--- config.mk ---
export PLATFORM = sky130hd
export DESIGN_NAME = awlm_fifo
export DESIGN_NICKNAME = d
export VERILOG_FILES = /design/src/design/awlm_pkg.sv /design/src/design/awlm_fifo.sv
export SDC_FILE = /design/constraint.sdc
export NUM_CORES = 1
export LEC_CHECK = 0
export BUFFER_PORTS_ARGS = -buffer_cell sky130_fd_sc_hd__buf_4
export CAP_MARGIN = 40
export CELL_PAD_IN_SITES_DETAIL_PLACEMENT = 0
export CELL_PAD_IN_SITES_GLOBAL_PLACEMENT = 2
export CORE_MARGIN = 8
export CORE_UTILIZATION = 41
export CTS_CLUSTER_DIAMETER = 80
export DETAILED_ROUTE_END_ITERATION = 8
export PLACE_DENSITY = 0.83
export SLEW_MARGIN = 20
export SYNTH_ARGS = -nofsm -noshare
export SYNTH_HDL_FRONTEND = slang
export SYNTH_SLANG_ARGS = --single-unit
--- constraint.sdc ---
create_clock -name clk_i -period 11.6 [get_ports clk_i]
set_input_delay 2.9 -clock clk_i [delete_from_list [all_inputs] [get_ports clk_i]]
set_output_delay 2.9 -clock clk_i [all_outputs]
set_load 0.1 [all_outputs]
--- src/design/awlm_pkg.sv ---
`timescale 1ns / 1ps
`default_nettype none
// ----------------------------------------------------------------------------
// awlm_pkg
// Shared constants and types of the windowed loudness monitor.
// ----------------------------------------------------------------------------
package awlm_pkg;

  localparam int unsigned WinMaxSamples = 8192;
  localparam int unsigned WinCntW       = 14;
  localparam logic [63:0] TotalLimit    = 64'hFFFF_FFFF_0001_FFFD;
  localparam logic [6:0]  ShiftStop     = 7'd126;

  localparam logic [1:0]  FindNone  = 2'd0;
  localparam logic [1:0]  FindLoud  = 2'd1;
  localparam logic [1:0]  FindQuiet = 2'd2;

  localparam logic        CfgHighGain = 1'b0;
  localparam logic        CfgLowGain  = 1'b1;

  // Finished window, handed from the front end to the back end.
  typedef struct packed {
    logic [43:0] sq_sum;
    logic [28:0] val_sum;
    logic [13:0] count;
    logic [14:0] peak;
  } win_t;

  typedef struct packed {
    logic [1:0]  finding;
    logic [15:0] window_rms;
    logic [15:0] overall_rms;
    logic [15:0] overall_dc;
    logic [14:0] window_peak;
  } result_t;

endpackage
`default_nettype wire

--- src/design/awlm_fifo.sv ---
`timescale 1ns / 1ps
`default_nettype none
// ----------------------------------------------------------------------------
// awlm_fifo
// Two-entry queue of finished windows between front and back end.
// ----------------------------------------------------------------------------
module awlm_fifo (
  input  wire logic            clk_i,
  input  wire logic            rst_ni,
  input  wire logic            wr_valid_i,
  output logic                 wr_ready_o,
  input  wire awlm_pkg::win_t  wr_data_i,
  output logic                 rd_valid_o,
  input  wire logic            rd_ready_i,
  output awlm_pkg::win_t       rd_data_o
);
  import awlm_pkg::*;

  win_t        mem_q [2];
  logic        wp_q, rp_q;
  logic [1:0]  fill_q;
  logic        wr, rd;

  assign wr_ready_o = fill_q != 2'd2;
  assign rd_valid_o = fill_q != 2'd0;
  assign rd_data_o  = mem_q[rp_q];
  assign wr = wr_valid_i && wr_ready_o;
  assign rd = rd_valid_o && rd_ready_i;

  always_ff @(posedge clk_i or negedge rst_ni) begin
    if (!rst_ni) begin
      wp_q <= 1'b0; rp_q <= 1'b0; fill_q <= '0;
    end else begin
      if (wr) wp_q <= ~wp_q;
      if (rd) rp_q <= ~rp_q;
      fill_q <= fill_q + {1'b0, wr} - {1'b0, rd};
    end
  end

  always_ff @(posedge clk_i) begin
    if (wr) mem_q[wp_q] <= wr_data_i;
  end
endmodule
`default_nettype wire

=== After elaboration in Yosys (flattened, before gate mapping) ===
Memories as Yosys holds them, arrays and structs flattened.
Cells that the tools add are included.

* $add $sub $neg: 2
* Equality and inequality tests: 1
* Multiplexer cells: 2
* Bitwise gates (word level): 2
* Reductions and logical operators: 3

{| class="wikitable"
|+ Operators by type and width
! kind !! count
|-
| $add A2 B1 Y2 || 1
|-
| $logic_and A1 B1 Y1 || 2
|-
| $mux W1 || 2
|-
| $ne A2 B2 Y1 const B || 1
|-
| $not A1 Y1 || 2
|-
| $reduce_bool A2 Y1 || 1
|-
| $sub A2 B1 Y2 || 1
|}

* Bits in registers: 4
* RAM bits: 204
* Bits of input ports: 106
* Output and inout port bits: 104
* Logic and storage cells: 14
* Memories: 1

{| class="wikitable"
|+ Memories
! memory !! depth !! bits a word !! rd ports !! clocked after Yosys merged registers in !! wr ports !! line !! text
|-
| mem_q || 2 || 102 || 1 || 0 || 1 || awlm_fifo.sv:19 || <nowiki>win_t mem_q [2];</nowiki>
|}

=== Depth between registers and ports, before layout ===
Gate-level depths: netlist (run 1).

* Depth after elaboration: 4
* Mapped depth: 7

=== Worst setup path after synthesis (run 1) ===
No wires, ideal clock.

* Kind: input port to flip-flop
* From: input port wr_valid_i
* To: memory mem_q[0][0] in the netlist's numbering (enable)
* Setup time: 564 ps
* Arrival time: 7294 ps
* Required time: 11036 ps
* Slack: 3742 ps
* Stages: 2
* Cell sequence: nand2_1 > nor2_1

* Word-level cells in the longest chain between the ends: 3

{| class="wikitable"
|+ Ends and longest elaborated chain
! item !! line !! text
|-
| start, declared || awlm_fifo.sv:10 || <nowiki>input wire logic wr_valid_i,</nowiki>
|-
| $logic_and A1 B1 Y1 || awlm_fifo.sv:27 || <nowiki>assign wr = wr_valid_i && wr_ready_o;</nowiki>
|-
| $mux W1 || awlm_fifo.sv:41 || <nowiki>if (wr) mem_q[wp_q] <= wr_data_i;</nowiki>
|-
| $mux W1 (not written as such) || awlm_fifo.sv:41 ||
|-
| end, declared || awlm_fifo.sv:19 ||
|}

Every way passes these cells.

==> out/metrics.cfg, run 1 <==
[synthesis]
synth_mux_area_share_pct=15.2
ys_seq_area_share_pct=82.2
ys_warn_count=0
synth_seq_cells=208
ys_types=16
synthXorXnorAreaFrac_pct=0.463
synth_fa_ha_area_share_pct=0.330
synth-compound-area-share_pct=0
synth_simple_gate_area_share_pct=0.430
avgSynthCellArea_um2=22.7
syn_inst=334
synth_top_family_by_area=multiplexers
synth_fp_nets=442
syn-cell-area_mm2=0.00757

[place]
dp_hpwl_um=11100
numPortBuffers=209
place_congestion=0.729

[routing]
drt_pass1_iterations=4
drtAntennaViolNets=0
via_count=3898
drt_iter0_markers=159
drc=0
wirelength_um=16000
wire_per_inst_um=19.9
via_per_inst=4.84

[clock_network]
htreeDepth=1
cts_tree=yes
clk_pin_slew_worst_paths_ns=0.06
clock_path_buffers=3
clkSinkCount=208
cts_resized=0
postCtsHoldBufs=0
worstSkewPairLatency_ns=0.48
cts_setup_buffers=0
clock-root-buffer=clkbuf_16
numCtsBuffers=22

[final_layout]
final_cell_mix=buf_4 (213), edfxtp_1 (204), mux2_2 (102)
drive_above_1_share_pct=61.6
diodes=0
layout_commonest_cell=buf_4
nets=668
area_growth_pct=33.1

[timing]
fin_tns_setup_ns=0
slew_violations=0
fin_skew_ns=0.0116
rsz0062_at_grt=false
setup_viol=0
timing.final.crit_share_pct=49.1
finalHoldViolCount=0
max_slew_margin_pct=49.3
finalCriticalPeriod_ns=5.69
timing.fmax_ghz=0.176
tightest_slew_ns=0.761

[worst_hold_path]
hp-class=flop to flop

[critical_path]
crit_start=rp_q$_DFFE_PN0P_
crit_path_max_fanout=53
critPathArrivalTime_ns=2.79
path_common_cell=buf_4
regToRegSetupSlack_ns=9.16
r2r_start=fill_q[0]$_DFF_PN0_
cpLargestDelayFamily=buffers and inverters
start_kind=flop
critical_path_class=flop to output pin
r2r_end=mem_q[1][87]$_DFFE_PP_
cp-endpoint=rd_data_o[50]
crit_path_max_incr_delay_ns=0.88
crit_path_cell_trace=buf_4 -> mux2_2 -> buf_4
crit_path_end_kind=output pin
ff2ff_path_depth=3
cp.required_ns=8.70
critPathBufInv=2
slowest_stage=dfrtp_4
worst-path-stages=3

[run]
cap_violations=0

[grt]
grt.total_usage_pct=13.4
grt_start_max_net_pins=55
antenna_found_initial=0
grt_pass1_wl_um=24900
grt_pass1_vias=4348
grt_remaining_overflow=0

[floorplanning]
fp-row-count=49
die_h_um=152
design.core.area_mm2=0.0180
io_pins=210
die_area_mm2=0.0231
initial_utilization_pct=42.0
die_w_um=152

[outcome]
outcome=finished, final reports clean

## routing by layer
layer  GRT usage [%]  routed length, um  share of wire [%]
met5               0                  0                  0
met2            22.4               7820                 49
met4            3.06                250                1.6
met1            16.8               6840                 43
met3            4.09               1100                6.9
## worst min-delay path by stage
stage,startpoint,endpoint,slack [ns],cells past startpoint
after global routing,wp_q$_DFFE_PN0N_,wp_q$_DFFE_PN0N_,0.61,1
final,wp_q$_DFFE_PN0N_,wp_q$_DFFE_PN0N_,0.55,1
after floorplan,wp_q$_DFFE_PN0N_,wp_q$_DFFE_PN0N_,0.46,1
after global placement,fill_q[0]$_DFF_PN0_,fill_q[0]$_DFF_PN0_,0.50,1
after CTS,wp_q$_DFFE_PN0N_,wp_q$_DFFE_PN0N_,0.56,1
after detailed placement,fill_q[0]$_DFF_PN0_,fill_q[0]$_DFF_PN0_,0.53,1
## through the flow
step	instance area, um2	util, %	worst slack, ns	instances	hold slack [ns]
floorplan	7570	-	3.74	334	0.461
CTS	10100	55.9	5.87	805	0.556
finish	10100	55.9	5.91	805	0.550
detailed placement	9370	52.0	6.40	765	0.531
global route	10100	55.9	5.77	805	0.608
global placement	9370	52.0	6.43	765	0.497
## cell usage after synthesis
master / number / area (um2)
and2_1: 1 / 6.26
ha_1: 2 / 25.0
nand2_1: 1 / 3.75
dfrtp_1: 4 / 100
and3_1: 1 / 6.26
or2_2: 1 / 6.26
buf_4: 1 / 7.51
inv_1: 1 / 3.75
edfxtp_1: 204 / 6130
buf_2: 3 / 15.0
mux2_2: 102 / 1150
nand2b_1: 1 / 6.26
buf_6: 7 / 78.8
nor2_1: 1 / 3.75
xnor2_1: 3 / 26.3
xor2_1: 1 / 8.76
## flip-flops by register name (all words and copies together) (netlist names)
register,flops
mem_q,204
fill_q,2
rp_q,1
wp_q,1
## final cells by class
cell class / instances / area (um2)
clock inverters: 15 / 125
well taps: 229 / 287
repair buffers: 213 / 1600
multi-input cells: 114 / 1250
flip-flops and latches: 208 / 6230
fillers: 1413 / 7940
inverters: 1 / 3.75
clock buffers: 25 / 583
## cell families (layout without fill, tap and decap cells)
group                      count (synthesis)  after routing
DFF                                      208            208
muxes                                    102            102
buffers and inverters                     12            254
and+or+nand+nor                            6              6
xor gates and xnor gates                   4              4
adders and majority gates                  2              2
Power of run 1 is not shown: default switching activity piles up to over one toggle a cycle in this logic, so the estimate is an artifact.
==> run 2: changes to the inputs <==
- CORE_UTILIZATION: 41 -> 34
- PLACE_DENSITY: 0.83 -> 0.74
- clock period: 11.6 -> 4.85 ns (I/O delays scaled with it)
==> run 2 against run 1 <==
Net effect: critical path type unchanged; via count down 0.69%; sequential share of layout area down 0.78 points; highest routed layer unchanged; flip-flop and latch count unchanged; setup slack worse by 4.7 ns; cell area up 1.3%; global-route usage down 2.0 points; routed wire length up 1.7%.
==> out/metrics.cfg, run 2 (synthesis gave the netlist of run 1 again) <==
[clock_network]
cts_resized=0
clock_path_buffers=3
clock-root-buffer=clkbuf_16
clkSinkCount=208
cts_tree=yes
htreeDepth=1
cts_setup_buffers=0
numCtsBuffers=23
clk_pin_slew_worst_paths_ns=0.06
worstSkewPairLatency_ns=0.49
postCtsHoldBufs=0

[outcome]
outcome=finished, final reports clean

[routing]
drt_pass1_iterations=4
wire_per_inst_um=19.0
via_count=3871
wirelength_um=16300
drtAntennaViolNets=0
via_per_inst=4.51
drt_iter0_markers=133
drc=0

[timing]
finalHoldViolCount=0
fin_tns_setup_ns=0
setup_viol=0
fin_skew_ns=0.00737
max_slew_margin_pct=53.4
slew_violations=0
tightest_slew_ns=0.698
finalCriticalPeriod_ns=3.66
timing.fmax_ghz=0.273
rsz0062_at_grt=false
timing.final.crit_share_pct=75.5

[floorplanning]
fp-row-count=54
io_pins=210
initial_utilization_pct=34.7
die_area_mm2=0.0273
design.core.area_mm2=0.0218
die_w_um=165
die_h_um=165

[grt]
grt.total_usage_pct=11.4
grt_remaining_overflow=0
grt_pass1_wl_um=24000
antenna_found_initial=0
grt_start_max_net_pins=57
grt_pass1_vias=4292

[final_layout]
seq_area_mm2=0.00623
final_cell_mix=buf_4 (212), edfxtp_1 (204), mux2_2 (102)
largest_reg_flops=204
diodes=0
nets=672
multi_input_area_mm2=0.00125
regMostFlops=mem_q
top_regs=mem_q x204, fill_q x2
area_growth_pct=34.8
fillers=1858
layout_commonest_cell=buf_4
drive_above_1_share_pct=60.4

[critical_path]
critical_path_class=flop to output pin
r2r_end=mem_q[0][12]$_DFFE_PP_
cp.required_ns=3.64
crit_path_max_incr_delay_ns=0.89
crit_path_max_fanout=56
slowest_stage=dfrtp_4
critPathArrivalTime_ns=2.45
crit_path_end_kind=output pin
r2r_start=fill_q[1]$_DFF_PN0_
start_kind=flop
ff2ff_path_depth=5
crit_path_cell_trace=buf_12 -> mux2_2 -> buf_4
regToRegSetupSlack_ns=2.94

[place]
dp_hpwl_um=11200
numPortBuffers=209
place_congestion=0.722

[worst_hold_path]
hp-class=primary input to asynchronous set/reset pin

[run]
cap_violations=0

==> run 2: changes by cell type in the layout (fill, tap and decap cells not counted), sizes merged <==
cell,previous run,this run
buf,213,216
clkinv,12,5
clkbuf,25,31
==> run 2: critical path: cells and delay by family, from the launching register on <==
family                 cells  cell delay, ns
buffers and inverters      2            0.61
DFF                        1            0.89
muxes                      1            0.41
==> run 2: worst max path at each step <==
stage,to,slack [ns],start
after CTS,rd_data_o[67],1.15,rp_q$_DFFE_PN0P_
after global routing,rd_data_o[21],1.07,rp_q$_DFFE_PN0P_
after detailed placement,rd_data_o[67],1.68,rp_q$_DFFE_PN0P_
after global placement,rd_data_o[65],1.69,rp_q$_DFFE_PN0P_
final,rd_data_o[19],1.19,rp_q$_DFFE_PN0P_
after floorplan,mem_q[0][0]$_DFFE_PP_,0.31,fill_q[0]$_DFF_PN0_
==> run 2: area by class of cell <==
| cell class | instances | share of cell area, % |
|---|---|---|
| clock buffer | 31 | 5.93 |
| tap | 280 | 3.43 |
| sequential | 208 | 61.0 |
| inverter | 1 | 0.0368 |
| clock inverter | 8 | 0.858 |
| timing repair buffer | 216 | 16.4 |
| multi-input combinational | 114 | 12.3 |
==> run 2: per-stage QoR <==
stage	cell area, um2	instances	util, %	setup WS (ns)	hold slack, ns
after floorplan	7570	334	-	0.315	0.479
after global placement	9470	817	43.4	1.69	0.497
after detailed placement	9490	818	43.5	1.68	0.510
after CTS	10200	857	46.7	1.15	0.489
after global routing	10200	858	46.8	1.07	0.484
final	10200	858	46.8	1.19	0.510
==> run 2: per-layer routing <==
metal  GRT usage [%]  vias up  part of all wire [%]  wire [um]
met4            2.66        0                   1.7        284
met3            4.78       20                    10       1620
met5               0        -                     0          0
met1            13.6     1922                    39       6390
li1                -     1784                     -          -
met2            18.8      145                    49       7990
Power of run 2 is left out for the same reason.
