File: src/design/awlm_pkg.sv
`timescale 1ns / 1ps
`default_nettype none
// ----------------------------------------------------------------------------
// awlm_pkg
// Shared constants and types of the windowed loudness monitor.
// ----------------------------------------------------------------------------
package awlm_pkg;

  localparam int unsigned WinMaxSamples = 8192;
  localparam int unsigned WinCntW       = 14;
  localparam logic [63:0] TotalLimit    = 64'hFFFF_FFFF_0001_FFFD;
  localparam logic [6:0]  ShiftStop     = 7'd126;

  localparam logic [1:0]  FindNone  = 2'd0;
  localparam logic [1:0]  FindLoud  = 2'd1;
  localparam logic [1:0]  FindQuiet = 2'd2;

  localparam logic        CfgHighGain = 1'b0;
  localparam logic        CfgLowGain  = 1'b1;

  // Finished window, handed from the front end to the back end.
  typedef struct packed {
    logic [43:0] sq_sum;
    logic [28:0] val_sum;
    logic [13:0] count;
    logic [14:0] peak;
  } win_t;

  typedef struct packed {
    logic [1:0]  finding;
    logic [15:0] window_rms;
    logic [15:0] overall_rms;
    logic [15:0] overall_dc;
    logic [14:0] window_peak;
  } result_t;

endpackage
`default_nettype wire

File: src/design/awlm_back.sv
`timescale 1ns / 1ps
`default_nettype none
// ----------------------------------------------------------------------------
// awlm_back
// Folds a window into the totals, then divides and takes square roots
// bit-serially to form the RMS, DC and finding.
// ----------------------------------------------------------------------------
module awlm_back (
  input  wire logic             clk_i,
  input  wire logic             rst_ni,
  input  wire logic             win_valid_i,
  output logic                  win_ready_o,
  input  wire awlm_pkg::win_t   win_i,
  input  wire logic [15:0]      high_gain_i,
  input  wire logic [15:0]      low_gain_i,
  output logic                  res_valid_o,
  input  wire logic             res_stall_i,
  output awlm_pkg::result_t     res_o
);
  import awlm_pkg::*;

  localparam logic [3:0] StIdle  = 4'd0;
  localparam logic [3:0] StFold  = 4'd1;
  localparam logic [3:0] StAdd   = 4'd2;
  localparam logic [3:0] StWDiv  = 4'd3;
  localparam logic [3:0] StWSq   = 4'd4;
  localparam logic [3:0] StODiv  = 4'd5;
  localparam logic [3:0] StOScl  = 4'd6;
  localparam logic [3:0] StOSq   = 4'd7;
  localparam logic [3:0] StDDiv  = 4'd8;
  localparam logic [3:0] StMul   = 4'd9;
  localparam logic [3:0] StCmp   = 4'd10;
  localparam logic [3:0] StOut   = 4'd11;

  logic [3:0]  st_q, st_d;
  win_t        w_q;
  logic [63:0] tsq_q, tval_q, tcnt_q;
  logic [6:0]  tsh_q;
  // Shared divide / square root datapath.
  logic [63:0] num_q, rem_q, quo_q, den_q;
  logic [6:0]  it_q;
  logic [63:0] sv_q, sres_q, sbit_q;
  logic [15:0] wrms_q, orms_q;
  logic [15:0] dc_q;
  logic        neg_q;
  logic [31:0] lhs_q, rhs_h_q, rhs_l_q;
  result_t     res_q;
  logic        rv_q;

  logic [63:0] aligned, sumsq;
  logic [64:0] sum65;
  logic [64:0] rem2;
  logic [63:0] tvabs;
  logic [64:0] sdiff;
  logic [15:0] sq_clamped;
  logic        q_sat;

  assign win_ready_o = (st_q == StIdle);
  assign res_valid_o = rv_q;
  assign res_o       = res_q;

  always_comb begin
    aligned = (tsh_q < 7'd64) ? (64'(w_q.sq_sum) >> tsh_q[5:0]) : 64'd0;
    sum65   = {1'b0, tsq_q} + {1'b0, aligned};
    sumsq   = sum65[64] ? 64'hFFFF_FFFF_FFFF_FFFF : sum65[63:0];
    rem2    = {rem_q, num_q[63]};
    tvabs   = tval_q[63] ? (64'd0 - tval_q) : tval_q;
    sdiff   = {1'b0, sv_q} - {1'b0, sres_q + sbit_q};
    sq_clamped = (sres_q > 64'd65535) ? 16'hFFFF :
                 (sres_q == 64'd0) ? 16'd1 : sres_q[15:0];
    q_sat   = quo_q >= (64'd1 << 62);
  end

  always_comb begin
    st_d = st_q;
    case (st_q)
      StIdle:  if (win_valid_i) st_d = StFold;
      StFold:  st_d = StAdd;
      StAdd:   st_d = StWDiv;
      StWDiv:  if (it_q == 7'd0) st_d = StWSq;
      StWSq:   if (sbit_q == 64'd0) st_d = StODiv;
      StODiv:  if (it_q == 7'd0) st_d = (tsh_q == 7'd0) ? StOSq : StOScl;
      StOScl:  if (it_q == 7'd0) st_d = StOSq;
      StOSq:   if (sbit_q == 64'd0) st_d = StDDiv;
      StDDiv:  if (it_q == 7'd0) st_d = StMul;
      StMul:   st_d = StCmp;
      StCmp:   st_d = StOut;
      StOut:   if (!rv_q || !res_stall_i) st_d = StIdle;
      default: st_d = StIdle;
    endcase
  end

  always_ff @(posedge clk_i or negedge rst_ni) begin
    if (!rst_ni) begin
      st_q <= StIdle; rv_q <= 1'b0;
      tsq_q <= '0; tval_q <= '0; tcnt_q <= '0; tsh_q <= '0;
    end else begin
      st_q <= st_d;
      if (rv_q && !res_stall_i) rv_q <= 1'b0;
      if (st_q == StOut && (!rv_q || !res_stall_i)) rv_q <= 1'b1;
      if (st_q == StFold && tsq_q >= TotalLimit && tsh_q < ShiftStop) begin
        tsq_q <= tsq_q >> 2;
        tsh_q <= tsh_q + 7'd2;
      end
      if (st_q == StAdd) begin
        tsq_q  <= sumsq;
        tval_q <= tval_q + 64'($signed(w_q.val_sum));
        tcnt_q <= tcnt_q + 64'(w_q.count);
      end
    end
  end

  // Restoring division: one quotient bit per cycle over 64 numerator bits.
  always_ff @(posedge clk_i) begin
    case (st_q)
      StIdle: if (win_valid_i) w_q <= win_i;
      StAdd: begin
        num_q <= 64'(w_q.sq_sum); rem_q <= '0; quo_q <= '0;
        den_q <= 64'(w_q.count); it_q <= 7'd64;
      end
      StWDiv, StODiv, StDDiv: begin
        if (it_q != 7'd0) begin
          num_q <= num_q << 1;
          if (rem2 >= {1'b0, den_q}) begin
            rem_q <= 64'(rem2 - {1'b0, den_q});
            quo_q <= {quo_q[62:0], 1'b1};
          end else begin
            rem_q <= rem2[63:0];
            quo_q <= {quo_q[62:0], 1'b0};
          end
          it_q <= it_q - 7'd1;
        end else if (st_q == StWDiv) begin
          sv_q <= quo_q; sres_q <= '0; sbit_q <= 64'd1 << 62;
        end else if (st_q == StODiv) begin
          if (tsh_q == 7'd0) begin
            sv_q <= quo_q; sres_q <= '0; sbit_q <= 64'd1 << 62;
          end else begin
            it_q <= tsh_q;
          end
        end else begin
          if (neg_q)
            dc_q <= (quo_q > 64'd32768) ? 16'h8000 : 16'(64'd0 - quo_q);
          else
            dc_q <= (quo_q > 64'd32767) ? 16'h7FFF : quo_q[15:0];
        end
      end
      StOScl: begin
        if (it_q != 7'd0) begin
          if (rem_q >= den_q - rem_q) begin
            rem_q <= rem_q - (den_q - rem_q);
            quo_q <= q_sat ? (64'd1 << 62) : {quo_q[62:0], 1'b1};
          end else begin
            rem_q <= rem_q + rem_q;
            quo_q <= q_sat ? (64'd1 << 62) : {quo_q[62:0], 1'b0};
          end
          it_q <= it_q - 7'd1;
        end else begin
          sv_q <= quo_q; sres_q <= '0; sbit_q <= 64'd1 << 62;
        end
      end
      StWSq, StOSq: begin
        if (sbit_q != 64'd0) begin
          if (!sdiff[64]) begin
            sv_q   <= sdiff[63:0];
            sres_q <= (sres_q >> 1) + sbit_q;
          end else begin
            sres_q <= sres_q >> 1;
          end
          sbit_q <= sbit_q >> 2;
        end else if (st_q == StWSq) begin
          wrms_q <= sq_clamped;
          num_q <= tsq_q; rem_q <= '0; quo_q <= '0; it_q <= 7'd64;
          den_q <= (tcnt_q == 64'd0) ? 64'd1 : tcnt_q;
        end else begin
          orms_q <= sq_clamped;
          neg_q <= tval_q[63];
          num_q <= tvabs; rem_q <= '0; quo_q <= '0; it_q <= 7'd64;
        end
      end
      StMul: begin
        lhs_q   <= {wrms_q, 10'd0} & 32'h03FF_FFFF;
        rhs_h_q <= orms_q * high_gain_i;
        rhs_l_q <= orms_q * low_gain_i;
      end
      // Load the output only once the previous result has left.
      StOut: if (!rv_q || !res_stall_i) begin
        res_q.finding     <= (lhs_q >= rhs_h_q) ? FindLoud :
                             (lhs_q <= rhs_l_q) ? FindQuiet : FindNone;
        res_q.window_rms  <= wrms_q;
        res_q.overall_rms <= orms_q;
        res_q.overall_dc  <= dc_q;
        res_q.window_peak <= w_q.peak;
      end
      default: ;
    endcase
  end
endmodule
`default_nettype wire

File: config.mk
export PLATFORM = sky130hd
export DESIGN_NAME = awlm_back
export DESIGN_NICKNAME = d
export VERILOG_FILES = /design/src/design/awlm_pkg.sv /design/src/design/awlm_back.sv
export SDC_FILE = /design/constraint.sdc
export NUM_CORES = 2
export LEC_CHECK = 0
export BUFFER_PORTS_ARGS = -buffer_cell sky130_fd_sc_hd__buf_2
export CELL_PAD_IN_SITES_DETAIL_PLACEMENT = 0
export CELL_PAD_IN_SITES_GLOBAL_PLACEMENT = 1
export CORE_ASPECT_RATIO = 1.5
export CORE_MARGIN = 2
export CORE_UTILIZATION = 55
export CTS_CLUSTER_SIZE = 28
export DETAILED_ROUTE_END_ITERATION = 7
export GPL_ROUTABILITY_DRIVEN = 1
export GPL_TIMING_DRIVEN = 0
export PLACE_DENSITY = 0.95
export SETUP_SLACK_MARGIN = 0.4
export SLEW_MARGIN = 20
export SYNTH_ARGS = -nofsm -noshare
export SYNTH_HDL_FRONTEND = slang
export SYNTH_SLANG_ARGS = --single-unit
File: constraint.sdc
create_clock -name clk_i -period 26.4 [get_ports clk_i]
set_clock_uncertainty 0.05 [all_clocks]
set_input_delay 5.28 -clock clk_i [delete_from_list [all_inputs] [get_ports clk_i]]
set_output_delay 5.28 -clock clk_i [all_outputs]
set_load 0.05 [all_outputs]
* Word-level counts from Yosys, hierarchy flattened
Cells that the tools add are included.
** Operators by class
- Bitwise operators :: 5
- Shift operators :: 1
- Reduce and logical (&&, ||, !) cells :: 35
- Multipliers :: 2
- Add/sub/neg operators :: 14
- $lt $le $gt $ge :: 11
- Mux-type cells :: 74
- Equal/unequal tests :: 32
** Operators by type and width (number)
- two-way mux 64 bit :: 41
- one-hot mux 64 bit (3 select lines) :: 4
- one-hot mux 64 bit (4 select lines) :: 2
- adder 64 bit :: 3
- zero test 64 bit :: 3
- subtractor 64 bit :: 3
- > comparator 64 x 16 -> 1 bit (second input constant) :: 2
- one-hot mux 64 bit (2 select lines) :: 1
- two-way mux 16 bit :: 5
- adder 64 x 64 -> 65 bit :: 1
- greater-or-equal comparator 65 x 64 -> 1 bit :: 1
- subtractor 64 x 64 -> 65 bit :: 1
- adder 63 x 64 -> 64 bit :: 1
- adder 64 x 14 -> 64 bit :: 1
- greater-or-equal comparator 64 x 63 -> 1 bit (second input constant) :: 1
- greater-or-equal comparator 64 bit :: 1
- greater-or-equal comparator 64 bit (second input constant) :: 1
- > comparator 64 x 15 -> 1 bit (second input constant) :: 1
- multiplier 16 x 16 -> 32 bit :: 2
- nonzero test 64 bit :: 1
- >> shifter 44 x 6 -> 64 bit :: 1
- subtractor 1 x 64 -> 64 bit (first input constant) :: 1
- one-hot mux 4 bit (12 select lines) :: 1
- two-way mux 7 bit :: 6
- other kinds (35) :: 89
** Word-level totals
- Register bits :: 955

* Logic depth before layout (Yosys ltp)
- Depth in word-level cells :: 6
- Mapped depth :: 29
- Depth with buffers taken out :: 28

* Worst setup path before layout
OpenSTA, ideal clock, no wires.
- Path kind :: input-to-reg
- Start point :: input port low_gain_i[15]
- End point :: register rhs_l_q[31], data pin
- Buffers on the path :: 1
- Cell stages on the path :: 25
- Arrival time :: 11.084 ns
- Setup time :: 0.260 ns
- Required time :: 26.090 ns
- Slack :: 15.006 ns
- Cell sequence :: clkbuf_1 > nand2_1 > fa_1 > inv_1 > fa_1 > inv_1 > fa_1 > inv_1 > fa_1 > inv_1 > fa_1 > inv_1 > fa_1 > ha_1 > a21o_1 > a21o_1 > a21oi_1 > o21bai_1 > a21oi_1 > o31ai_1 > a41oi_1 > a21oi_1 > a221o_1 > a21oi_1 > xnor2_1
** On the way
- Cells in the longest elaborated chain, start to end :: 1
** Ends and longest elaborated chain
- start, declared :: RTL line awlm_back.sv:15 : input wire logic [15:0] low_gain_i,
- multiplier 16 x 16 -> 32 bit :: RTL line awlm_back.sv:183 : rhs_l_q <= orms_q * low_gain_i;
- end signal, assigned :: RTL line awlm_back.sv:183
- end, declared :: RTL line awlm_back.sv:46 : logic [31:0] lhs_q, rhs_h_q, rhs_l_q;
No other way between the ends.
A chain may end at the register's enable or synchronous reset.

* Worst setup path after layout
- Start point :: input port high_gain_i[9]
- End point :: register rhs_h_q[30], data pin
** On the way
- Cells in the longest elaborated chain, start to end :: 1
** Ends and longest elaborated chain
- start, declared :: RTL line awlm_back.sv:14 : input wire logic [15:0] high_gain_i,
- multiplier 16 x 16 -> 32 bit :: RTL line awlm_back.sv:182 : rhs_h_q <= orms_q * high_gain_i;
- end signal, assigned :: RTL line awlm_back.sv:182
- end, declared :: RTL line awlm_back.sv:46
No other way between the ends.

==> flow_summary.json <==
{
  "clockBufferDepth": 3,
  "worstPathMaxFanout": 10,
  "post_synth.cell_area_avg_um2": 9.14,
  "slew_headroom_pct": 14.7,
  "post-cts-setup-buffers": 0,
  "fillers": 12800,
  "grt_max_degree": 92,
  "drc": 0,
  "multi_input_area_mm2": 0.0517,
  "die_y_um": 479,
  "min_period_over_period_pct": 47.9,
  "finalSetupViolations": 0,
  "critPathSlowestCell": "o21ai_0",
  "regArea_mm2": 0.0267,
  "worst_setup_path_end_kind": "register",
  "max_stage_delay_ns": 0.99,
  "clk_latency_ns": 0.77,
  "final_cells": 11400,
  "firstDrtPassIters": 6,
  "vias": 72200,
  "grt_use_total_pct": 35.3,
  "wl_per_cell_um": 24.0,
  "crit_start": "high_gain_i[9]",
  "crit_family": "adder cells",
  "yosysUniqueCellTypes": 90,
  "grt_pass1_wl_um": 418000,
  "worstHoldPathType": "register to register",
  "yosys.area.top_type": "edfxtp_1",
  "ioPinCount": 205,
  "synth_edf_count": 719,
  "syn2layout_area_growth_pct": 9.48,
  "die_x_um": 321,
  "synth_common_cells": "1,033 x nand2_1, 754 x inv_1, 719 x edfxtp_1, 687 x ha_1, 595 x a21oi_1",
  "hp-start": "dc_q[13]",
  "cts-hold-fix-buffers": 0,
  "drive_above_1_share_pct": 5.67,
  "syn_nets": 10300,
  "netlist_area_mm2": 0.0827,
  "max_slew.worst_pin.slew_ns": 1.27,
  "ys_seq_area_share_pct": 32.3,
  "core_area_mm2": 0.150,
  "drt_iter0_drc": 6053,
  "placed_cell_area_mm2": 0.0870,
  "yosys_most_used_dff": "edfxtp_1",
  "critPathLaunchType": "primary input",
  "numPortBuffers": 204,
  "synthCells": 9046,
  "placedCellCount": 11200,
  "fp-row-count": 174,
  "design_area_mm2": 0.0905,
  "clk_pin_slew_worst_paths_ns": 0.06,
  "ys_seq_elements": 922,
  "antenna_found_initial": 5,
  "crit_type": "primary input to register",
  "r2r-start": "rem_q[0]",
  "drt.antenna.violating_nets": 0,
  "period_minus_slack_ns": 12.64,
  "routed-wl-met2_um": 133000,
  "cts_resized": 0,
  "globalplace.congestion": 1.01,
  "rsz0062_at_grt": "no",
  "grt-ovfl-total": 0,
  "slew_violations": 0,
  "cts_tree": "yes",
  "async_flop_share_pct": 22.0,
  "synth_area_leaders": "edfxtp_1 26%, ha_1 10%, fa_1 9.6%",
  "finalWirelength_um": 274000,
  "hpwlAfterDp_um": 218000,
  "timing_hold_violations_final": 0,
  "yosysTopAreaCellShare_pct": 26.1,
  "via_per_inst": 6.33,
  "start_util_pct": 55.3,
  "required_ns": 26.87,
  "nNetsFinal": 10600,
  "synth_most_common_cell": "nand2_1",
  "cp_num_buf_inv": 5,
  "routed.top_layer": "met5",
  "met1_length_um": 96700,
  "tns_ns": 0,
  "route.met3.wl_um": 19700,
  "ctsRootBufferMaster": "clkbuf_16",
  "drv_cap": 0,
  "first_global_vias": 72700,
  "cts_buffers": 96,
  "htree_levels": 3,
  "status": "finished clean",
  "dieArea_mm2": 0.154,
  "crit_arrival_ns": 13.11,
  "cpMostUsedCell": "fa_1",
  "clock_sinks": 922,
  "fmax_ghz": 0.0791,
  "yosys_warnings": 0
}
stage by stage:
stage	setup slack (ns)	hold WS, ns	util [%]
detailed placement	13.20	0.355	58.2
floorplan	15.01	0.350	-
CTS	14.02	0.370	60.5
finish	13.76	0.370	60.5
global route	13.61	0.376	60.5
global placement	11.84	0.352	57.6
kinds of logic after synthesis:
group / after synthesis / share of synthesized area [%]
AO/OA/AOI/OAI: 2339 / 18.1
XOR/XNOR: 631 / 6.68
adder cells (fa/ha/maj): 1082 / 20.0
buffers and inverters: 1182 / 5.43
flip-flops: 922 / 32.3
multiplexers: 79 / 1.20
AND/OR/NAND/NOR: 2811 / 16.4
metal layers:
metal | track usage [%] | vias up
met5 | 0 | -
met4 | 27.1 | 4
met3 | 5.35 | 1060
met2 | 60.9 | 3370
met1 | 39.2 | 34900
li1 | - | 32900
final cells by class:
cell class,instances,share of cell area (%)
tap,1936,2.68
antenna,3,0.00829
sequential,922,29.5
timing repair buffer,247,1.94
clock inverter,69,1.01
clock buffer,113,2.87
multi-input combinational,6942,57.1
inverter,756,3.13
buffer,426,1.83
registers in the layout, indices dropped and copies added, names as in the netlist, 7 cells and up:
name,flops
w_q,102
res_o,65
den_q,64
num_q,64
quo_q,64
rem_q,64
sres_q,64
sv_q,64
tcnt_q,64
tsq_q,64
tval_q,64
rhs_h_q,32
rhs_l_q,32
sbit_q,32
dc_q,16
lhs_q,16
orms_q,16
wrms_q,16
it_q,7
cells in the final DEF (no fill, tap or decap), types with 82 or more instances in the layout:
| cell type | netlist | final |
|---|---|---|
| edfxtp_1 | 719 | 719 |
| a211oi_1 | 83 | 83 |
| o21bai_1 | 85 | 85 |
| nor2_1 | 513 | 512 |
| o21ai_0 | 529 | 529 |
| clkbuf_1 | 402 | 408 |
| nand4_1 | 137 | 137 |
| a21o_1 | 322 | 322 |
| xor2_1 | 286 | 286 |
| dfrtp_1 | 203 | 203 |
| nor3_1 | 105 | 100 |
| buf_2 | 5 | 208 |
| a21oi_1 | 595 | 593 |
| a31oi_1 | 113 | 113 |
| inv_1 | 754 | 754 |
| ha_1 | 687 | 687 |
| xnor2_1 | 345 | 345 |
| nand2b_1 | 82 | 82 |
| nand3_1 | 180 | 180 |
| nor2b_1 | 139 | 139 |
| clkbuf_16 | 0 | 101 |
| fa_1 | 395 | 395 |
| nand2_1 | 1033 | 1033 |
| and2_1 | 295 | 295 |
final timing paths:
path                       cells past startpoint           to  slack [ns]
max                                           25  rhs_h_q[30]       13.76
min                                            0    res_o[28]        0.37
max reg2reg                                   26     rem_q[8]       16.63
min reg2reg                                    0    res_o[28]        0.37
max in group asynchronous                      3   tval_q[18]       20.66
min in group asynchronous                      1   tcnt_q[10]        4.37
Power is not shown: default switching activity piles up to over one toggle a cycle in this logic, so the estimate is an artifact.
