===== config.mk =====
export PLATFORM = sky130hd
export DESIGN_NAME = awlm_front
export DESIGN_NICKNAME = d
export VERILOG_FILES = /design/src/design/awlm_pkg.sv /design/src/design/awlm_front.sv
export SDC_FILE = /design/constraint.sdc
export NUM_CORES = 1
export LEC_CHECK = 0
export ABC_AREA = 0
export BUFFER_PORTS_ARGS = -buffer_cell sky130_fd_sc_hd__buf_4
export CORE_MARGIN = 3
export CORE_UTILIZATION = 35
export CTS_CLUSTER_SIZE = 25
export DETAILED_ROUTE_END_ITERATION = 16
export SYNTH_ARGS = -nofsm -noshare
export SYNTH_HDL_FRONTEND = slang
export SYNTH_SLANG_ARGS = --single-unit

===== constraint.sdc =====
create_clock -name clk_i -period 9.8 [get_ports clk_i]
set_clock_uncertainty 0.1 [all_clocks]
set_input_delay 1.47 -clock clk_i [delete_from_list [all_inputs] [get_ports clk_i]]
set_output_delay 1.47 -clock clk_i [all_outputs]
set_load 0.005 [all_outputs]

===== src/design/awlm_pkg.sv =====
`timescale 1ns / 1ps
`default_nettype none
// ----------------------------------------------------------------------------
// awlm_pkg
// Shared constants and types of the windowed loudness monitor.
// ----------------------------------------------------------------------------
package awlm_pkg;

  localparam int unsigned WinMaxSamples = 8192;
  localparam int unsigned WinCntW       = 14;
  localparam logic [63:0] TotalLimit    = 64'hFFFF_FFFF_0001_FFFD;
  localparam logic [6:0]  ShiftStop     = 7'd126;

  localparam logic [1:0]  FindNone  = 2'd0;
  localparam logic [1:0]  FindLoud  = 2'd1;
  localparam logic [1:0]  FindQuiet = 2'd2;

  localparam logic        CfgHighGain = 1'b0;
  localparam logic        CfgLowGain  = 1'b1;

  // Finished window, handed from the front end to the back end.
  typedef struct packed {
    logic [43:0] sq_sum;
    logic [28:0] val_sum;
    logic [13:0] count;
    logic [14:0] peak;
  } win_t;

  typedef struct packed {
    logic [1:0]  finding;
    logic [15:0] window_rms;
    logic [15:0] overall_rms;
    logic [15:0] overall_dc;
    logic [14:0] window_peak;
  } result_t;

endpackage
`default_nettype wire


===== src/design/awlm_front.sv =====
`timescale 1ns / 1ps
`default_nettype none
// ----------------------------------------------------------------------------
// awlm_front
// Accumulates squares, values and peak over a window; emits window totals.
// ----------------------------------------------------------------------------
module awlm_front (
  input  wire logic                 clk_i,
  input  wire logic                 rst_ni,
  input  wire logic                 in_valid_i,
  output logic                      in_stall_o,
  input  wire logic signed [15:0]   sample_i,
  input  wire logic                 window_end_i,
  output logic                      win_valid_o,
  input  wire logic                 win_ready_i,
  output awlm_pkg::win_t            win_o
);
  import awlm_pkg::*;

  logic [43:0] sq_q, sq_d;
  logic [28:0] val_q, val_d;
  logic [13:0] cnt_q, cnt_d;
  logic [14:0] peak_q, peak_d;
  logic        pend_q, pend_d;
  // Square is registered first so the multiplier stands alone.
  logic        sv_q;
  logic [31:0] sqr_q;
  logic signed [15:0] smp_q;
  logic        end_q;
  logic [15:0] mag;
  logic [14:0] mag_s;
  logic        close;

  // Accept when the squaring stage is free and no finished window waits.
  assign in_stall_o = sv_q | pend_q;
  assign win_valid_o = pend_q;
  assign win_o = '{sq_sum: sq_q, val_sum: val_q, count: cnt_q, peak: peak_q};

  always_comb begin
    mag   = smp_q[15] ? (16'd0 - smp_q) : smp_q;
    mag_s = mag[15] ? 15'h7FFF : mag[14:0];
    close = end_q | ({1'b0, cnt_q} + 15'd1 >= 15'(WinMaxSamples));
    sq_d = sq_q; val_d = val_q; cnt_d = cnt_q; peak_d = peak_q; pend_d = pend_q;
    if (pend_q && win_ready_i) begin
      pend_d = 1'b0; sq_d = '0; val_d = '0; cnt_d = '0; peak_d = '0;
    end
    if (sv_q) begin
      sq_d   = sq_q + 44'(sqr_q);
      val_d  = val_q + 29'(smp_q);
      cnt_d  = cnt_q + 14'd1;
      peak_d = (mag_s > peak_q) ? mag_s : peak_q;
      pend_d = close;
    end
  end

  always_ff @(posedge clk_i or negedge rst_ni) begin
    if (!rst_ni) begin
      sq_q <= '0; val_q <= '0; cnt_q <= '0; peak_q <= '0;
      pend_q <= 1'b0; sv_q <= 1'b0;
    end else begin
      sq_q <= sq_d; val_q <= val_d; cnt_q <= cnt_d; peak_q <= peak_d;
      pend_q <= pend_d;
      sv_q <= in_valid_i && !in_stall_o;
    end
  end

  always_ff @(posedge clk_i) begin
    if (in_valid_i && !in_stall_o) begin
      sqr_q <= 32'($signed(sample_i) * $signed(sample_i));
      smp_q <= sample_i;
      end_q <= window_end_i;
    end
  end
endmodule
`default_nettype wire


Word level (Yosys, flattened, before mapping)
Cells that the tools add are included.
{ "classes": {"addsub": 5, "mul": 1, "n_div": 0, "order_cmp": 2, "n_eq_ne": 1, "n_shift": 0, "mux": 13, "n_bitwise": 2, "reduce_logical": 5} }
{ "ops": {"columns": ["cell", "n"], "rows": [
  ["44-bit two-way mux", 2],
  ["15-bit two-way mux", 4],
  ["29-bit two-way mux", 2],
  ["44-bit by 32-bit adder with 44-bit output", 1],
  ["16-bit by 16-bit multiplier with 32-bit output", 1],
  ["29-bit adder", 1],
  ["14-bit two-way mux", 2],
  ["16-bit two-way mux", 1],
  ["1-bit by 16-bit subtractor with 16-bit output (first input constant)", 1],
  ["14-bit by 1-bit adder with 15-bit output (second input constant)", 1],
  ["15-bit by 14-bit >= comparator with 1-bit output (second input constant)", 1],
  ["15-bit greater-than comparator", 1],
  ["14-bit by 1-bit adder with 14-bit output (second input constant)", 1],
  ["1-bit logical AND", 2],
  ["1-bit two-way mux", 2],
  ["2-bit by 1-bit != test with 1-bit output (second input constant)", 1],
  ["1-bit bitwise OR", 2],
  ["2-bit AND reduction", 1],
  ["2-bit nonzero test", 1],
  ["1-bit zero test", 1]
]} }
{ "word_totals": {"reg_bits": 153, "latch_bits": 0, "ramBits": 0, "romBits": 0, "input_bits": 21, "out_inout_bits": 104, "word_cells": 38, "mem_count": 0} }

Longest topological paths before layout
Gate-level depths: netlist of run 1.
{ "logic_depth": {"word_depth": 6, "depth_mapped": 26, "mapped_depth_nobuf": 24} }

Worst setup path after synthesis of run 1
Ideal clock, no wire load.
{ "synth_path": {"kind": "input-to-reg", "from": "input port sample_i[15]", "to": "register sqr_q[30] (data pin)", "setup_time_ns": 0.258, "t_arrival_ns": 7.356, "required_ns": 9.442, "path_slack_ns": 2.086, "stages": 24, "n_path_buf": 3, "path_cell_list": "clkbuf_1 -> buf_1 -> and2_1 -> fa_1 -> inv_1 -> fa_1 -> inv_1 -> fa_1 -> fa_1 -> fa_1 -> inv_1 -> fa_1 -> inv_1 -> ha_1 -> clkbuf_1 -> a21o_1 -> a21o_1 -> a2111oi_0 -> o21ai_0 -> a31oi_1 -> o311a_1 -> o21bai_1 -> a21oi_1 -> xnor2_1"} }
{ "synth_via": {"elab_chain_cells": 1} }
{ "synth_rtl": {"columns": ["item", "line", "source"], "rows": [
  ["from (decl)", "awlm_front.sv:12", "input wire logic signed [15:0] sample_i,"],
  ["16-bit by 16-bit multiplier with 32-bit output", "awlm_front.sv:69", "sqr_q <= 32'($signed(sample_i) * $signed(sample_i));"],
  ["to (signal assigned)", "awlm_front.sv:69", null],
  ["to (decl)", "awlm_front.sv:27", "logic [31:0] sqr_q;"]
]} }
Every way passes these cells.
A chain may end at the register's enable or synchronous reset.

Final worst setup path of run 1
Same ends and word-level chain as after synthesis.

==> impl_metrics.env, run 1 <==
export IMPL_startpoint="sample_i[15]"
export IMPL_criticalPathCategory="input port to flop"
export IMPL_vias_per_cell=4.974
export IMPL_grt_use_met1=0.2340
export IMPL_post_cts_setup_buffers=0
export IMPL_synthArstFlopShare=0.6887
export IMPL_crit_fanout=23
export IMPL_crit_family="adder cells"
export IMPL_setup_tns_final_ns=0
export IMPL_final_setup_worst_slack_ns=2.236
export IMPL_hold_slack_ns=0.3798
export IMPL_nets=2474
export IMPL_grt_pass1_wl_um=73530
export IMPL_yosys_register_bits=151
export IMPL_cts_htree_levels=4
export IMPL_synth_distinct_cells=78
export IMPL_diodes=0
export IMPL_use_met3=0.02284
export IMPL_dp_slack_ns=1.782
export IMPL_reg2reg_from="sqr_q[0]$_DFFE_PP_"
export IMPL_drive_above_1_share=0.09545
export IMPL_synthFlopType="dfrtp_1"
export IMPL_yosys_top_cells_area="fa_1 26%, dfrtp_1 14%, ha_1 12%"
export IMPL_worst_slew_pin_slew_ns=0.9553
export IMPL_path_common_cell="fa_1"
export IMPL_worstHoldStart="sq_q[43]$_DFFE_PN0P_"
export IMPL_netlist_area_mm2=0.01825
export IMPL_syn_inst=1958
export IMPL_critPathSlowestCell="fa_1"
export IMPL_drc=0
export IMPL_routabilityCongestion=0.8825
export IMPL_crit_required_ns=9.89
export IMPL_outcome="complete, no violations"
export IMPL_numPlacedInstances=2712
export IMPL_cts_sinks=151
export IMPL_yosysSeqAreaShare=0.2200
export IMPL_finalHoldViolations=0
export IMPL_cts_hold_buf=0
export IMPL_end_kind="flop"
export IMPL_initial_core_util=0.3550
export IMPL_dieArea_mm2=0.05491
export IMPL_clk_pin_slew_ns=0.06
export IMPL_cp_arrival_ns=7.65
export IMPL_use_met2=0.2792
export IMPL_dr_pass1_iters=5
export IMPL_synth_edff_count=47
export IMPL_core_area_mm2=0.05141
export IMPL_syn_area_per_cell_um2=9.319
export IMPL_grt_max_degree=73
export IMPL_antenna_left=0
export IMPL_ios=125
export IMPL_cts_tree="built"
export IMPL_cts_buffer_depth=2
export IMPL_dp_final_hpwl_um=36270
export IMPL_cts_root_buf="clkbuf_16"
export IMPL_antenna_found_initial=1
export IMPL_wl_per_cell_um=16.46
export IMPL_cts_buffers=17
export IMPL_path_buf_inv=6
export IMPL_cap_violations=0
export IMPL_clk_latency_ns=0.43
export IMPL_routed_wl_um=45160
export IMPL_rsz0062_at_grt="no"
export IMPL_slowest_delay_ns=0.60
export IMPL_grt_pass1_vias=14040
export IMPL_synth_top_cells_by_count="397 x inv_1, 233 x fa_1, 215 x nand2_1"
export IMPL_yosysTopAreaCell="fa_1"
export IMPL_layout_area_overhead_vs_synth_pct=11.97
export IMPL_finalSetupViolCount=0
export IMPL_worstPathCellList="buf_4 -> inv_2 -> nor2_1 -> fa_1 -> inv_1 -> fa_1 -> inv_1 -> fa_1 -> fa_1 -> fa_1 -> inv_1 -> fa_1 -> inv_1 -> ha_1 -> a21o_1 -> a21o_1 -> a2111oi_0 -> o21ai_0 -> a31oi_1 -> o311a_1 -> o21bai_1 -> a21oi_1 -> xnor2_1"
export IMPL_period_needed_ns=7.564
export IMPL_period_share=0.7719
export IMPL_synth_most_common_cell="inv_1"
export IMPL_maxSlewViolCount=0
export IMPL_max_slew_margin_rel=0.3632
export IMPL_start_kind="input port"
export IMPL_numPortBuffers=124
export IMPL_die_h_um=234.3
export IMPL_rows=83
export IMPL_hold_path_class="flop to flop"
export IMPL_die_width_um=234.3
export IMPL_synth_nets=2381
export IMPL_ys_warn_count=0
export IMPL_grt_overflow_total=0
export IMPL_stdcell_count=2744
export IMPL_fmax_mhz=132.2
export IMPL_drtIter0Drc=935
export IMPL_top_usage_layer="met2"
export IMPL_grt_usage=0.1680
export IMPL_vias=13650
export IMPL_yosys_area_top_type_share=0.2556
export IMPL_cts_resized=0
-- path summary, 6_finish.rpt --
path	slack, ns	to	cells after the start
worst max-delay path	2.24	sqr_q[30]$_DFFE_PP_	23
worst min-delay path	0.38	sq_q[43]$_DFFE_PN0P_	1
worst max register to register	4.58	peak_q[2]$_DFFE_PN0P_	16
worst min register to register	0.38	sq_q[43]$_DFFE_PN0P_	1
max in group asynchronous	7.36	sq_q[22]$_DFFE_PN0P_	2
min in group asynchronous	0.90	val_q[25]$_DFFE_PN0P_	1
-- layout by cell type, fill, tap and decap left out, types with 44 or more instances in the layout --
| cell type | n |
|---|---|
| edfxtp_1 | 47 |
| nand2_1 | 215 |
| o21ai_0 | 86 |
| a21oi_1 | 92 |
| xnor2_1 | 67 |
| inv_1 | 396 |
| fa_1 | 233 |
| dfrtp_1 | 104 |
| nor2_1 | 70 |
| buf_4 | 130 |
| ha_1 | 169 |
| and2_1 | 44 |
-- final cells by class --
type	count	area [um2]
fill	5126	30970
inverter	398	1494
multi-input combinational	1353	12520
clock buffer	21	450.4
clock inverter	11	123.9
sequential	151	4014
tap	680	850.8
timing repair buffer	130	975.9
-- metrics by stage --
stage	utilization	instance area (um2)
finish	0.3975	20430
global route	0.3975	20430
floorplan	-	18250
detailed placement	0.3863	19860
CTS	0.3975	20430
global placement	0.3863	19860
-- per-layer routing --
layer | vias to the layer above | share of wire
met5 | - | 0.00029
met4 | 2 | 0.016
met3 | 37 | 0.055
met2 | 335 | 0.47
met1 | 6738 | 0.46
li1 | 6538 | -
-- kinds of logic (layout without fill, tap and decap cells) --
family | count (synthesis) | count (layout) | share of synthesized area
buffers and inverters | 454 | 560 | 0.09442
and+or+nand+nor | 443 | 443 | 0.1127
adders and majority gates | 402 | 402 | 0.3715
AOI/OAI and AO/OA | 369 | 369 | 0.1317
DFF | 151 | 151 | 0.2200
xor gates and xnor gates | 108 | 108 | 0.05184
muxes | 31 | 31 | 0.01796
-- flip-flops by register name, indices dropped and copies added, names as in the netlist --
register	count
cnt_q	14
end_q	1
peak_q	15
smp_q	15
sq_q	44
sqr_q	31
sv_q	1
val_q	29
win_valid_o	1
Power of run 1 is not shown: default switching activity piles up to over one toggle a cycle in this logic, so the estimate is an artifact.
==> inputs of run 2 (changes only) <==
--- a/config.mk
+++ b/config.mk
@@ -5,7 +5,7 @@
 export SDC_FILE = /design/constraint.sdc
 export NUM_CORES = 1
 export LEC_CHECK = 0
-export ABC_AREA = 0
+export ABC_AREA = 1
 export BUFFER_PORTS_ARGS = -buffer_cell sky130_fd_sc_hd__buf_4
 export CORE_MARGIN = 3
 export CORE_UTILIZATION = 35
==> constraint.sdc (replaced) <==
create_clock -name clk_i -period 7.2 [get_ports clk_i]
set_clock_uncertainty 0.1 [all_clocks]
set_input_delay 1.08 -clock clk_i [delete_from_list [all_inputs] [get_ports clk_i]]
set_output_delay 1.08 -clock clk_i [all_outputs]
set_load 0.005 [all_outputs]
==> impl_metrics.env, run 2 <==
export IMPL_synthFlopType="dfrtp_1"
export IMPL_nets=3280
export IMPL_die_width_um=247.4
export IMPL_ios=125
export IMPL_cts_resized=0
export IMPL_yosys_register_bits=151
export IMPL_fmax_mhz=154.3
export IMPL_vias_per_cell=4.784
export IMPL_crit_fanout=25
export IMPL_fin_util=0.3982
export IMPL_worst_slew_pin_slew_ns=0.9674
export IMPL_layout_common_cells="766 x nand2_1, 630 x inv_1, 233 x fa_1"
export IMPL_rows=87
export IMPL_routabilityCongestion=0.9193
export IMPL_cap_violations=0
export IMPL_drc=0
export IMPL_layout_area_overhead_vs_synth_pct=11.33
export IMPL_post_cts_setup_buffers=0
export IMPL_yosys_top_cells_area="fa_1 23%, nand2_1 14%, dfrtp_1 13%"
export IMPL_cts_htree_levels=4
export IMPL_die_h_um=247.4
export IMPL_cp_arrival_ns=6.60
export IMPL_synthArstFlopShare=0.6887
export IMPL_synth_distinct_cells=52
export IMPL_reg2reg_from="smp_q[15]$_DFFE_PP_"
export IMPL_clk_pin_slew_ns=0.06
export IMPL_numPortBuffers=124
export IMPL_dp_final_hpwl_um=45090
export IMPL_cts_buffer_depth=2
export IMPL_start_kind="input port"
export IMPL_ys_warn_count=0
export IMPL_grt_pass1_wl_um=90230
export IMPL_hold_slack_ns=0.3842
export IMPL_top_register="sq_q"
export IMPL_cts_sinks=151
export IMPL_synth_edff_count=47
export IMPL_dieArea_mm2=0.06122
export IMPL_drtIter0Drc=975
export IMPL_antenna_found_initial=0
export IMPL_finalSetupViolCount=0
export IMPL_wl_per_cell_um=15.03
export IMPL_synth_top_cells_by_count="766 x nand2_1, 630 x inv_1, 233 x fa_1"
export IMPL_synth_most_common_cell="nand2_1"
export IMPL_max_slew_margin_rel=0.3543
export IMPL_largest_reg_flops=44
export IMPL_grt_overflow_total=0
export IMPL_outcome="complete, no violations"
export IMPL_end_kind="flop"
export IMPL_grt_pass1_vias=17390
export IMPL_routed_wl_um=54510
export IMPL_vias=17350
export IMPL_core_area_mm2=0.05704
export IMPL_yosys_area_top_type_share=0.2286
export IMPL_period_share=0.9004
export IMPL_grt_usage=0.1863
export IMPL_drive_above_1_share=0.08153
export IMPL_crit_required_ns=7.32
export IMPL_startpoint="sample_i[15]"
export IMPL_worstHoldStart="sq_q[43]$_DFFE_PN0P_"
export IMPL_grt_max_degree=65
export IMPL_cts_root_buf="clkbuf_16"
export IMPL_final_common_cell="nand2_1"
export IMPL_reg_top3="sq_q x44, sqr_q x31, val_q x29"
export IMPL_rsz0062_at_grt="no"
export IMPL_syn_inst=2759
export IMPL_finalHoldViolations=0
export IMPL_dr_pass1_iters=8
export IMPL_diodes=0
export IMPL_criticalPathCategory="input port to flop"
export IMPL_yosysTopAreaCell="fa_1"
export IMPL_fillers=6026
export IMPL_syn_area_per_cell_um2=7.395
export IMPL_synth_nets=3182
export IMPL_clk_latency_ns=0.48
export IMPL_initial_core_util=0.3577
export IMPL_cts_buffers=17
export IMPL_yosysSeqAreaShare=0.1967
export IMPL_period_needed_ns=6.483
export IMPL_netlist_area_mm2=0.02040
export IMPL_antenna_left=0
export IMPL_setup_tns_final_ns=0
export IMPL_maxSlewViolCount=0
export IMPL_cts_hold_buf=0
export IMPL_cts_tree="built"
export IMPL_hold_path_class="flop to flop"
[run 2: cell types whose count changed in the layout (fill, tap and decap cells not counted), sizes merged, moves of 17 or more]
cell,delta
a21o,-34
a21oi,+32
a31oi,-26
and2,-45
inv,+236
mux2i,-17
nand2,+568
nand3,+115
nand3b,+21
nor2,+113
nor3,+18
xnor2,-50
[run 2: cells by family (layout without fill, tap and decap cells)]
kind of cell               count (synthesis)  in the layout  synth area share
DFF                                      151            151            0.1967
and+or+nand+nor                         1202           1202            0.2500
buffers and inverters                    690            801            0.1285
AOI/OAI and AO/OA                        265            265           0.07139
muxes                                      1              1         0.0005519
xor gates and xnor gates                  48             48           0.02061
adders and majority gates                402            402            0.3323
[run 2: layer usage]
metal | share of wire | global-route usage
met5 | 0 | 0
met4 | 0.018 | 0.05287
met3 | 0.049 | 0.02442
met2 | 0.47 | 0.3136
met1 | 0.46 | 0.2514
[run 2: worst max-delay path, cell delays in order]
cell	delay (ns)
buf_4	0.26
nand2_1	0.15
inv_1	0.13
fa_1	0.47
fa_1	0.97
fa_1	0.52
fa_1	0.47
fa_1	0.54
inv_1	0.06
fa_1	0.54
inv_1	0.04
ha_1	0.35
nand2_1	0.13
nor2_1	0.11
inv_1	0.08
nor3_1	0.26
and3_1	0.20
nand2_1	0.08
nand4_1	0.09
nand2_1	0.06
[run 2: through the flow]
stage	setup slack (ns)	std cells	cell area (um2)
floorplan	0.5606	2759	20400
global placement	0.2764	3594	22130
detailed placement	0.2259	3594	22130
CTS	0.7290	3626	22710
global route	0.3157	3626	22710
finish	0.7172	3626	22710
[run 2: final cells by class]
type	count	area, um2	area share
Tap cell	756	945.9	0.04164
Clock buffer	21	440.4	0.01939
Timing Repair Buffer	134	1006	0.04429
Multi-Input combinational cell	1918	13770	0.6064
Inverter	635	2384	0.1049
Sequential cell	151	4015	0.1768
Clock inverter	11	148.9	0.006555
[run 2: worst paths after layout]
kind | end | slack, ns | cells after the start
max reg2reg | peak_q[2]$_DFFE_PN0P_ | 3.77 | 16
max | sqr_q[27]$_DFFE_PP_ | 0.72 | 20
min reg2reg | sq_q[43]$_DFFE_PN0P_ | 0.38 | 1
max in group asynchronous | sv_q$_DFF_PN0_ | 5.18 | 2
min | sq_q[43]$_DFFE_PN0P_ | 0.38 | 1
min in group asynchronous | val_q[27]$_DFFE_PN0P_ | 0.50 | 1
Power of run 2 is left out for the same reason.
==> inputs of run 3 (changes only) <==
--- a/config.mk
+++ b/config.mk
@@ -11,6 +11,7 @@
 export CORE_UTILIZATION = 35
 export CTS_CLUSTER_SIZE = 25
 export DETAILED_ROUTE_END_ITERATION = 16
+export PLACE_DENSITY = 0.61
 export SYNTH_ARGS = -nofsm -noshare
 export SYNTH_HDL_FRONTEND = slang
 export SYNTH_SLANG_ARGS = --single-unit
==> impl_metrics.env, run 3 (same netlist as run 2, synthesis figures left out) <==
export IMPL_grt_overflow_total=0
export IMPL_dieArea_mm2=0.06122
export IMPL_cts_hold_buf=0
export IMPL_rows=87
export IMPL_core_area_mm2=0.05704
export IMPL_maxSlewViolCount=0
export IMPL_worstHoldStart="sq_q[42]$_DFFE_PN0P_"
export IMPL_finalSetupViolCount=0
export IMPL_die_h_um=247.4
export IMPL_cap_violations=0
export IMPL_cts_buffers=17
export IMPL_grt_pass1_vias=17450
export IMPL_initial_core_util=0.3577
export IMPL_setup_tns_final_ns=0
export IMPL_top_register="sq_q"
export IMPL_dr_pass1_iters=5
export IMPL_wl_per_cell_um=14.92
export IMPL_cts_buffer_depth=2
export IMPL_cts_htree_levels=4
export IMPL_vias_per_cell=4.754
export IMPL_period_needed_ns=6.488
export IMPL_clk_latency_ns=0.45
export IMPL_largest_reg_flops=44
export IMPL_fmax_mhz=154.1
export IMPL_rsz0062_at_grt="no"
export IMPL_startpoint="sample_i[15]"
export IMPL_finalHoldViolations=0
export IMPL_grt_max_degree=62
export IMPL_cts_root_buf="clkbuf_16"
export IMPL_cts_tree="built"
export IMPL_post_cts_setup_buffers=0
export IMPL_start_kind="input port"
export IMPL_clk_pin_slew_ns=0.07
export IMPL_crit_required_ns=7.30
export IMPL_antenna_found_initial=1
export IMPL_drive_above_1_share=0.08423
export IMPL_layout_common_cells="766 x nand2_1, 630 x inv_1, 233 x fa_1"
export IMPL_reg_top3="sq_q x44, sqr_q x31, val_q x29"
export IMPL_cp_arrival_ns=6.59
export IMPL_numPortBuffers=124
export IMPL_ios=125
export IMPL_routed_wl_um=54150
export IMPL_cts_sinks=151
export IMPL_dp_final_hpwl_um=44830
export IMPL_period_share=0.9011
export IMPL_nets=3283
export IMPL_routabilityCongestion=0.9347
export IMPL_outcome="complete, no violations"
export IMPL_antenna_left=0
export IMPL_drc=0
export IMPL_end_kind="flop"
export IMPL_max_slew_margin_rel=0.3362
export IMPL_die_width_um=247.4
export IMPL_diodes=0
export IMPL_layout_area_overhead_vs_synth_pct=11.53
export IMPL_grt_pass1_wl_um=90120
export IMPL_crit_fanout=25
export IMPL_grt_usage=0.1843
export IMPL_reg2reg_from="smp_q[15]$_DFFE_PP_"
export IMPL_hold_path_class="flop to flop"
export IMPL_drtIter0Drc=1087
export IMPL_criticalPathCategory="input port to flop"
export IMPL_vias=17250
export IMPL_cts_resized=0
export IMPL_worst_slew_pin_slew_ns=0.9946
export IMPL_final_common_cell="nand2_1"
-- run 3: worst max-delay path, stage by stage --
cell and delay (ns):
buf_4 0.26, inv_1 0.26, or2_2 0.35, fa_1 0.51, fa_1 0.52, fa_1 0.54
fa_1 0.53, fa_1 0.52, fa_1 0.54, inv_1 0.04, ha_1 0.36, a21oi_1 0.27
o21a_1 0.20, o21ai_0 0.17, a21oi_1 0.21, nand2_1 0.07, nand2_1 0.06, nand2_1 0.07
-- run 3: area by class of cell --
type | instances | area [um2]
fill | 6041 | 34290
multi-input combinational | 1918 | 13770
sequential | 151 | 4015
inverter | 635 | 2384
timing repair buffer | 137 | 1028
tap | 756 | 945.9
clock buffer | 17 | 425.4
clock inverter | 15 | 181.4
-- run 3: worst paths after layout --
path | end | slack [ns] | depth (start not counted)
setup / recovery | sqr_q[30]$_DFFE_PP_ | 0.71 | 18
hold / removal | sq_q[42]$_DFFE_PN0P_ | 0.39 | 1
setup reg to reg | peak_q[8]$_DFFE_PN0P_ | 3.74 | 16
hold reg to reg | sq_q[42]$_DFFE_PN0P_ | 0.39 | 1
max in group asynchronous | sq_q[28]$_DFFE_PN0P_ | 5.22 | 2
min in group asynchronous | val_q[23]$_DFFE_PN0P_ | 0.56 | 1
-- run 3: through the flow --
| step | utilization | cells | hold WS, ns | instance area (um2) | setup slack [ns] |
|---|---|---|---|---|---|
| final | 0.3989 | 3629 | 0.3889 | 22750 | 0.7120 |
| after detailed placement | 0.3883 | 3597 | 0.3877 | 22150 | 0.2450 |
| after floorplan | - | 2759 | 0.3673 | 20400 | 0.5606 |
| after CTS | 0.3989 | 3629 | 0.3971 | 22750 | 0.7151 |
| after global routing | 0.3989 | 3629 | 0.4299 | 22750 | 0.3398 |
| after global placement | 0.3883 | 3597 | 0.3719 | 22150 | 0.2074 |
-- run 3: layer usage --
layer / GRT usage / wire, um / share of wire / up-vias
met2: 0.3151 / 25520 / 0.47 / 352
met5: 0 / 9 / 0.00017 / -
met3: 0.01945 / 2612 / 0.048 / 37
met4: 0.03433 / 603 / 0.011 / 2
met1: 0.2546 / 25400 / 0.47 / 8222
li1: - / - / - / 8639
Power of run 3 is left out for the same reason.
